--- config.mk ---
export PLATFORM = sky130hd
export DESIGN_NAME = pet_ram
export DESIGN_NICKNAME = d
export VERILOG_FILES = /design/src/rtl/pet_ram.sv
export SDC_FILE = /design/constraint.sdc
export NUM_CORES = 1
export LEC_CHECK = 0
export ABC_AREA = 1
export ABC_CLOCK_PERIOD_IN_PS = 1970
export BUFFER_PORTS_ARGS = -buffer_cell sky130_fd_sc_hd__buf_4
export CAP_MARGIN = 20
export CORE_ASPECT_RATIO = 0.75
export CORE_MARGIN = 2
export CORE_UTILIZATION = 23
export CTS_CLUSTER_DIAMETER = 150
export CTS_CLUSTER_SIZE = 28
export DETAILED_ROUTE_END_ITERATION = 8
export PLACE_DENSITY = 0.37
export SLEW_MARGIN = 10
export SYNTH_ARGS = -nofsm -noshare
export SYNTH_HDL_FRONTEND = slang
export SYNTH_SLANG_ARGS = --single-unit
export TNS_END_PERCENT = 5
--- constraint.sdc ---
create_clock -name clk_i -period 1.97 [get_ports clk_i]
set_clock_uncertainty 0.05 [all_clocks]
set_input_delay 0.394 -clock clk_i [delete_from_list [all_inputs] [get_ports clk_i]]
set_output_delay 0.394 -clock clk_i [all_outputs]
set_load 0.03 [all_outputs]
--- src/rtl/pet_ram.sv ---
module pet_ram #(
  parameter int unsigned WIDTH = 8,
  parameter int unsigned DEPTH = 16
) (
  input  logic                     clk_i,
  input  logic                     we_i,
  input  logic [$clog2(DEPTH)-1:0] waddr_i,
  input  logic [WIDTH-1:0]         wdata_i,
  input  logic                     re_i,
  input  logic [$clog2(DEPTH)-1:0] raddr_i,
  output logic [WIDTH-1:0]         rdata_o
);

  logic [WIDTH-1:0] mem_q [DEPTH];

  always_ff @(posedge clk_i) begin
    if (we_i) begin
      mem_q[waddr_i] <= wdata_i;
    end
    if (re_i) begin
      rdata_o <= mem_q[raddr_i];
    end
  end

endmodule

Word-level counts from Yosys, hierarchy flattened. Memories as Yosys holds them, arrays and structs flattened. A register that Yosys moved wholly into a read port is not among the register bits. Index checks and enable logic that the tools add are counted.

Memories: 1. Bits in writable memories: 128. Word-level logic and storage cells: 3. Bits in registers: 0. Output and inout bits: 8. Input bits: 19.

Muxes and demuxes: 2.

Memories: mem_q (depth 16, width 8, read ports 1, clocked after Yosys merged registers in 1, write ports 1, line 14) `logic [WIDTH-1:0] mem_q [DEPTH];`.

Operators by type and width (count): 2-to-1 mux 1 bit (2).

Longest topological paths before layout.
Depth in word-level cells: 2. Gate-level depth with buffers: 8. Depth with buffers taken out: 7.

Least setup slack after synthesis. No wires, ideal clock.

Kind: in2reg. Start point: in waddr_i[2]. End point: mem mem_q[10][0], enable pin. Arrival: 0.975 ns. Path slack: 0.575 ns. Data required time: 1.550 ns. Stages: 2. Buffers on the path: 0. Setup time: 0.370 ns. Cells stage by stage: nand3b_1 -> nor2_1.

RTL lines: start, declared (line 7) `input logic [$clog2(DEPTH)-1:0] waddr_i,`; end, declared (line 14).

Straight into the memory's write port.

Worst setup path in the final report.
Start point: reg rdata_o[5] (read register of mem_q). End point: out rdata_o[5].

RTL lines: start, declared (line 11) `output logic [WIDTH-1:0] rdata_o`.

No word-level cell between the ends.

==> out/results.ini <==
[outcome]
status=finished, final reports clean

[power]
irDropWorstVdd_mv=0.453
power_leakage_nw=2.99
powerDensity_mw_per_mm2=990

[synth]
synth_xor_area_frac=0
syn_area_per_cell_sq_um=10.6
synthMuxAreaShare=0
synth_top_area_cell=edfxtp_1
yosys.area_share.adder=0
yosysTopAreaCellShare=0.698
syn_inst=551
synth_top_family_by_area=simple AND/OR/NAND/NOR gates
yosysSeqAreaShare=0.698
synth_area_leaders=edfxtp_1 (70%), nand2_1 (11%), nand3_1 (8.3%), inv_1 (6.4%), buf_6 (1.2%)
syn_nets=570
syn-cell-area_sq_mm=0.00585
ys_ff_latch=136
yosys.area_share.simple=0.208
yosysUniqueCellTypes=11
yosysWarnings=0
synth-compound-area-share=0

[clocking]
cts_resized=0
path_clk_slew_ps=60
post_cts_buffers=0
cts.htree.levels=4
cts_made_buffers=17
cts_tree=built
clockRootBuffer=clkbuf_16
clock-sinks=136
clockBufferDepth=2
hold_buffers=0
insertion_delay_ps=420

[global_routing]
grt_pass1_vias=3718
grt_antenna_before_repair=0
grt_max_degree=65
grt_overflow=0
grt_use_total=0.122
grt_pass1_wl_um=23600

[finish]
fin_nets=615
antenna-diode-count=0
regArea_sq_mm=0.00408
multi_input_area_sq_mm=0.00121
nFillCells=2583
final_common_cell=nand2_1
drive_gt1_frac=0.135
stdcell_area_sq_mm=0.00714
syn2layout_area_growth_pct=22.1
mostFrequentLayoutCells=nand2_1 (173), edfxtp_1 (136), inv_1 (100), nand3_1 (97), buf_4 (46)

[timing]
setup_viol=0
setup_slack_ps=424
final_max_slew_viol_count=0
fmax_mhz=647
max-slew-margin-rel=0.705
tightest_slew_ps=443
hold_viol_final=0
setup_tns_ps=0
rsz0062_at_grt=no
period_needed_ps=1550
period_share=0.785

[critical_path]
r2r-end=rdata_o[2]
critPathLaunch=rdata_o[5]
required_ps=1530
worstPathArrival_ps=1100
worstRegToRegCells=6
crit_family=flip-flops
endpoint=rdata_o[5]
crit_chain=buf_4
path_buf_inv=1
r2r_start=mem_q[5][2]
path_depth=1
slowest_stage=edfxtp_1
end_kind=output pin
path_max_fanout=1
r2r_slack_ps=740
critPathKind=reg2out
critical_path.max_stage_delay_ps=470
start_kind=flip-flop

[placement]
placed_area_sq_mm=0.00653
place_congestion=0.755
dp_hpwl_um=9980
dp_slack_ps=291
numPortBuffers=26

[route]
firstDrtPassIters=5
ant_nets=0
drc_errors=0
routed_wl_um=15400
drt_iter0_drc=349
wl_per_cell_um=16.2
vias=3799
vias_per_cell=4.01

[die]
die_area_sq_mm=0.0267
die_height_um=142
io_pins=27
start_util=0.234
placementRows=50
die_w_um=188
core_area_sq_mm=0.0250

[flow_run]
max-cap-violations=0

[hold_path]
holdCritPathClass=in2reg

==> metrics by stage <==
| step | util | hold slack, ps | total power, mW | std cells |
|---|---|---|---|---|
| after floorplan | - | 443 | 3.59 | 551 |
| after global placement | 0.262 | 676 | 3.81 | 915 |
| after detailed placement | 0.262 | 670 | 3.81 | 915 |
| after CTS | 0.286 | 222 | 7.15 | 947 |
| after global routing | 0.286 | 233 | 7.30 | 947 |
| final | 0.286 | 236 | 7.07 | 947 |
==> cell usage after synthesis <==
master,number
edfxtp_1,136
inv_1,100
nand3_1,97
buf_6,6
nor2_1,17
buf_2,13
nand3b_1,2
buf_1,1
nand2_1,173
inv_2,2
buf_4,4
==> final cells by class <==
cell class              instances  area share
repair buffers                 50      0.0596
clock inverters                15      0.0258
well taps                     338      0.0592
multi-input cells             289       0.170
inverters                     102      0.0536
clock buffers                  17      0.0596
flip-flops and latches        136       0.572
==> logic make-up after synthesis <==
logic type             after synthesis
flip-flops                         136
buffers and inverters              126
AND/OR/NAND/NOR                    289
==> where the power goes <==
part / internal, mW / switching [mW] / leakage, nW
sequential: 3.26 / 0.0234 / 1.24
clock: 2.10 / 1.23 / 0.293
combinational: 0.143 / 0.313 / 1.46
total: 5.50 / 1.57 / 2.99
==> layer usage <==
metal,global-route usage,share of wire,vias up
met3,0.0286,0.044,12
met4,0.0385,0.011,0
met2,0.176,0.42,62
met5,0,0,-
met1,0.181,0.53,1857
li1,-,-,1868
==> worst min-delay path by stage <==
stage	to	startpoint	cells past startpoint	slack (ps)
after global routing	rdata_o[6]	re_i	1	230
final	rdata_o[7]	re_i	1	240
after floorplan	mem_q[0][0]	wdata_i[0]	0	440
after detailed placement	rdata_o[7]	re_i	1	670
after CTS	rdata_o[0]	re_i	1	220
after global placement	rdata_o[7]	re_i	1	680
==> state kept, by name (all words and copies together), names as in the netlist <==
| name | count |
|---|---|
| mem_q | 128 |
| rdata_o | 8 |
(Power assumes the default switching activity.)
