**config.mk**
```make
export PLATFORM = sky130hd
export DESIGN_NAME = pet_sym_update
export DESIGN_NICKNAME = d
export VERILOG_FILES = /design/src/rtl/pet_pkg.sv /design/src/rtl/pet_sym_update.sv
export SDC_FILE = /design/constraint.sdc
export NUM_CORES = 2
export LEC_CHECK = 0
export ABC_AREA = 1
export ABC_CLOCK_PERIOD_IN_PS = 10700
export BUFFER_PORTS_ARGS = -buffer_cell sky130_fd_sc_hd__buf_2
export CELL_PAD_IN_SITES_DETAIL_PLACEMENT = 0
export CELL_PAD_IN_SITES_GLOBAL_PLACEMENT = 1
export CORE_AREA = 5 5 410 412
export DETAILED_ROUTE_END_ITERATION = 10
export DIE_AREA = 0 0 415 417
export PLACE_DENSITY = 0.64
export SLEW_MARGIN = 5
export SYNTH_ARGS = -nofsm -noshare
export SYNTH_HDL_FRONTEND = slang
export SYNTH_SLANG_ARGS = --single-unit
```
**constraint.sdc**
```tcl
create_clock -name vclk -period 10.7
set_input_delay 0 -clock vclk [all_inputs]
set_output_delay 0 -clock vclk [all_outputs]
set_load 0.05 [all_outputs]
```
**src/rtl/pet_pkg.sv**
```systemverilog
package pet_pkg;

  localparam logic [2:0] FN_FILL   = 3'd0;
  localparam logic [2:0] FN_SENT   = 3'd1;
  localparam logic [2:0] FN_OFILL  = 3'd2;
  localparam logic [2:0] FN_CLOSE  = 3'd3;
  localparam logic [2:0] FN_MODIFY = 3'd4;
  localparam logic [2:0] FN_QUERY  = 3'd5;

  localparam int unsigned SYM_W = 10;
  localparam int unsigned QTY_W = 32;
  localparam int unsigned ID_W  = 32;
  localparam int unsigned SUM_W = 64;

  // one symbol row of the position store
  typedef struct packed {
    logic [SUM_W-1:0] bought;
    logic [SUM_W-1:0] sold;
    logic [SUM_W-1:0] buy_val;
    logic [SUM_W-1:0] sell_val;
    logic [SUM_W-1:0] net;
    logic [SUM_W-1:0] out_buy;
    logic [SUM_W-1:0] out_sell;
  } sym_rec_t;

  // one tracked order
  typedef struct packed {
    logic [ID_W-1:0]  key;
    logic [SYM_W-1:0] sym;
    logic             side;
    logic [QTY_W-1:0] rem;
  } ord_ent_t;

  // what the row update has to apply
  typedef struct packed {
    logic             fill_en;
    logic             fill_side;
    logic [QTY_W-1:0] fill_qty;
    logic [SUM_W-1:0] fill_prod;
    logic             take_en;
    logic             take_side;
    logic [QTY_W-1:0] take_amt;
    logic             add_en;
    logic             add_side;
    logic [QTY_W-1:0] add_amt;
  } upd_ctrl_t;

endpackage

```
**src/rtl/pet_sym_update.sv**
```systemverilog
module pet_sym_update (
  input  pet_pkg::sym_rec_t  rec_i,
  input  pet_pkg::upd_ctrl_t ctl_i,
  output pet_pkg::sym_rec_t  rec_o
);
  import pet_pkg::*;

  logic [SUM_W-1:0] take_w;
  logic [SUM_W-1:0] add_w;
  logic [SUM_W-1:0] fq_w;
  logic [SUM_W-1:0] ob_t;
  logic [SUM_W-1:0] os_t;

  assign take_w = SUM_W'(ctl_i.take_amt);
  assign add_w  = SUM_W'(ctl_i.add_amt);
  assign fq_w   = SUM_W'(ctl_i.fill_qty);

  // decrease saturates at zero
  always_comb begin
    ob_t = rec_i.out_buy;
    os_t = rec_i.out_sell;
    if (ctl_i.take_en && !ctl_i.take_side) begin
      ob_t = (take_w < ob_t) ? ob_t - take_w : '0;
    end
    if (ctl_i.take_en && ctl_i.take_side) begin
      os_t = (take_w < os_t) ? os_t - take_w : '0;
    end
  end

  always_comb begin
    rec_o          = rec_i;
    rec_o.out_buy  = (ctl_i.add_en && !ctl_i.add_side) ? ob_t + add_w : ob_t;
    rec_o.out_sell = (ctl_i.add_en && ctl_i.add_side) ? os_t + add_w : os_t;
    if (ctl_i.fill_en) begin
      if (!ctl_i.fill_side) begin
        rec_o.bought  = rec_i.bought + fq_w;
        rec_o.buy_val = rec_i.buy_val + ctl_i.fill_prod;
        rec_o.net     = rec_i.net + fq_w;
      end else begin
        rec_o.sold     = rec_i.sold + fq_w;
        rec_o.sell_val = rec_i.sell_val + ctl_i.fill_prod;
        rec_o.net      = rec_i.net - fq_w;
      end
    end
  end

endmodule

```
== Word-level counts from Yosys, hierarchy flattened ==
Index checks and enable logic that the tools add are counted.
Operators by class
  $add $sub $neg: 10
  $lt $le $gt $ge: 2
  mux-type cells: 12
  reductions and logical operators: 6
Operator list (number)
  $mux W64: 11
  $add A64 B32 Y64: 5
  $mux W320: 1
  $sub A64 B32 Y64: 3
  $add A64 B64 Y64: 2
  $lt A32 B64 Y1: 2
  $logic_and A1 B1 Y1: 4
  $logic_not A1 Y1: 2
Word-level totals
  register bits: 0
  bits of input ports: 614
  word-level logic and storage cells: 30

== Logic depth before layout (Yosys ltp) ==
  word-level depth: 5
  gate-level depth with buffers: 37

== Worst setup path after synthesis ==
OpenSTA, ideal clock, no wires.
  path type: input -> output
  start point: in rec_i[0] in the netlist's numbering
  end point: out rec_o[24] in the netlist's numbering
  arrival time: 5.049 ns
  slack: 5.651 ns
  cell stages on the path: 33
  buffers on the path: 3
  cells stage by stage: inv_1 -> ha_1 -> inv_1 -> fa_1 -> nand3_1 -> nand3_2 -> nand2_2 -> nand2_2 -> nand2_1 -> nand2_2 -> nand2_2 -> nand2_2 -> nand2_2 -> nand2_2 -> buf_6 -> inv_2 -> buf_2 -> buf_2 -> a211oi_1 -> ha_1 -> inv_1 -> fa_1 -> inv_1 -> nand3_1 -> nand2_1 -> a21oi_1 -> o21ai_1 -> a21boi_0 -> o21ai_1 -> a21boi_0 -> o21ai_0 -> xnor2_1 -> o21ai_0
RTL lines
  from (decl): line pet_sym_update.sv:2  | input pet_pkg::sym_rec_t rec_i,
  to (decl): line pet_sym_update.sv:4  | output pet_pkg::sym_rec_t rec_o

==> flow_metrics.tcl <==
set metrics [dict create \
    die_x_um 415 \
    maxSlewHeadroom_pct 10.9 \
    cp_slowest_cell "nand2_2" \
    grt_first_pass_wirelength_mm 383 \
    slowest_delay_ns 0.68 \
    detail_route.wl_per_cell_um 27.0 \
    synth_warnings 0 \
    grt_max_degree 63 \
    slew_viol_final 0 \
    path_max_fanout 43 \
    cts_resized 0 \
    status "completed" \
    arrival_ns 6.43 \
    gp_congestion 1.06 \
    die_h_um 417 \
    drt_iter0_markers 4465 \
    rows 149 \
    multiInputGateArea_mm2 0.0321 \
    drv_cap 0 \
    antenna_left 0 \
    ir_drop_uv 61.8 \
    tightest_slew_ns 1.30 \
    viasPerCell 5.06 \
    min-delay-start "rec_i[255]" \
    syn_to_final_growth_pct 21.6 \
    ys_seq_area_share_pct 0 \
    hold_viol 0 \
    syn_area_mm2 0.0373 \
    rsz0062_at_grt "no" \
    start_util_pct 22.8 \
    pre_cts_slack_ns 4.30 \
    setup_viol 0 \
    drt_pre_antenna_iters 6 \
    critical_path_class "in -> out" \
    cts_hold_buf 0 \
    whs_path_depth 3 \
    drive_gt1_share_pct 14.9 \
    layout.area.seq_um2 0 \
    setup_tns_ns 0 \
    portBuffers 1062 \
    synth_common_cells "nand2_1, inv_1, nor2_1, a21oi_1, o21ai_0" \
    setup_ws_ns 4.27 \
    final_core_util_pct 27.7 \
    crit_cells 35 \
    grt_usage_pct 30.4 \
    drc 0 \
    synth.net_count 8215 \
    finalCritPeriodShare_pct 60.1 \
    antenna_found_initial 119 \
    synthCells 7209 \
    grt_pass1_vias 51343 \
    die_area_mm2 0.173 \
    nets 9210 \
    crit_buf_inv 7 \
    critPathLaunchType "input port" \
    synth.avg_cell_area_um2 5.18 \
    ios 1062 \
    power_density_mw_per_mm2 78.6 \
    crit_top_cell "nand2_2" \
    critPathLaunch "ctl_i[34]" \
    synth_top_area_share_pct 18.5 \
    via_count 52856 \
    fmax_mhz 155 \
    routed_wl_mm 282 \
    seq_cells 0 \
    cp.required_ns 10.70 \
    p_leak_nw 24.2 \
    yosysMostFrequentCell "nand2_1" \
    fin_crit_ns 6.43 \
    hold_path.class "in -> out" \
    ys_types 60 \
    cts_setup_buffers 0 \
    final.clkbuf_count 0 \
    worstSetupEndpointType "primary output" \
    grt_overflow_total 0 \
    yosys.area.top_type "nand2_1" \
    dpl.hpwl_mm 258 \
    ys_top_cells_by_area "nand2_1, ha_1, inv_1" \
    path_delay_family "simple AND/OR/NAND/NOR gates" \
    core_area_mm2 0.164 \
    nFillCells 19554 \
]
-- report_power, final --
group          switching (W)     internal, W
clock network              0  0.000000000526
logic                0.00263        0.000936
registers                  0               0
-- stage by stage --
step	area (um2)	hold WS, ns	cells	total power (W)
finish	45400	0.350	10455	0.00357
global route	45300	0.375	10430	0.00378
CTS	45200	0.349	10391	0.00352
detailed placement	45200	0.347	10391	0.00351
global placement	45200	0.351	10391	0.00353
floorplan	37300	0.265	7209	0.00224
-- kinds of logic after synthesis --
logic type / count (synthesis) / share of synthesized area (%)
fa+ha+maj: 392 / 13.3
compound gates: 1342 / 20.0
mux: 103 / 2.76
xor+xnor: 402 / 9.45
simple gates: 3591 / 40.5
buf+inv: 1379 / 14.0
-- routing by layer --
layer	GRT usage, %	part of all wire, %	wire, um	up-vias
met1	36.9	41	116000	24943
met4	14.3	5.6	15700	26
met2	53.7	48	136000	2003
met3	3.34	5.2	14600	403
met5	0	0.056	158	-
li1	-	-	-	25481
-- cell usage in the layout, fill, tap and decap left out, types with 18 or more instances in the layout --
cell / netlist / final
a211oi_1: 19 / 19
a21boi_0: 18 / 18
a21o_1: 40 / 40
a21oi_1: 544 / 544
a31oi_1: 86 / 86
buf_2: 8 / 1062
buf_4: 0 / 30
diode_2: 0 / 64
ha_1: 383 / 383
inv_1: 1265 / 1265
mux2i_1: 103 / 103
nand2_1: 1841 / 1839
nand3_1: 386 / 386
nand3b_1: 32 / 32
nand4_1: 119 / 119
nor2_1: 933 / 931
nor2_2: 33 / 34
nor3_1: 110 / 110
nor4_1: 40 / 40
o211ai_1: 18 / 18
o21a_1: 47 / 47
o21ai_0: 467 / 466
o21bai_1: 27 / 27
o31ai_1: 22 / 22
or2_2: 27 / 27
xnor2_1: 191 / 191
xor2_1: 210 / 210
-- path summary, 6_finish.rpt --
| path | to |
|---|---|
| worst max-delay path | rec_o[56] |
| worst min-delay path | rec_o[255] |
-- layout make-up --
type / count / share of cell area [%]
timing repair buffer: 1092 / 12.2
multi-input combinational: 5830 / 70.8
tap: 2189 / 6.04
antenna: 64 / 0.353
inverter: 1280 / 10.6
(Power assumes the default switching activity.)
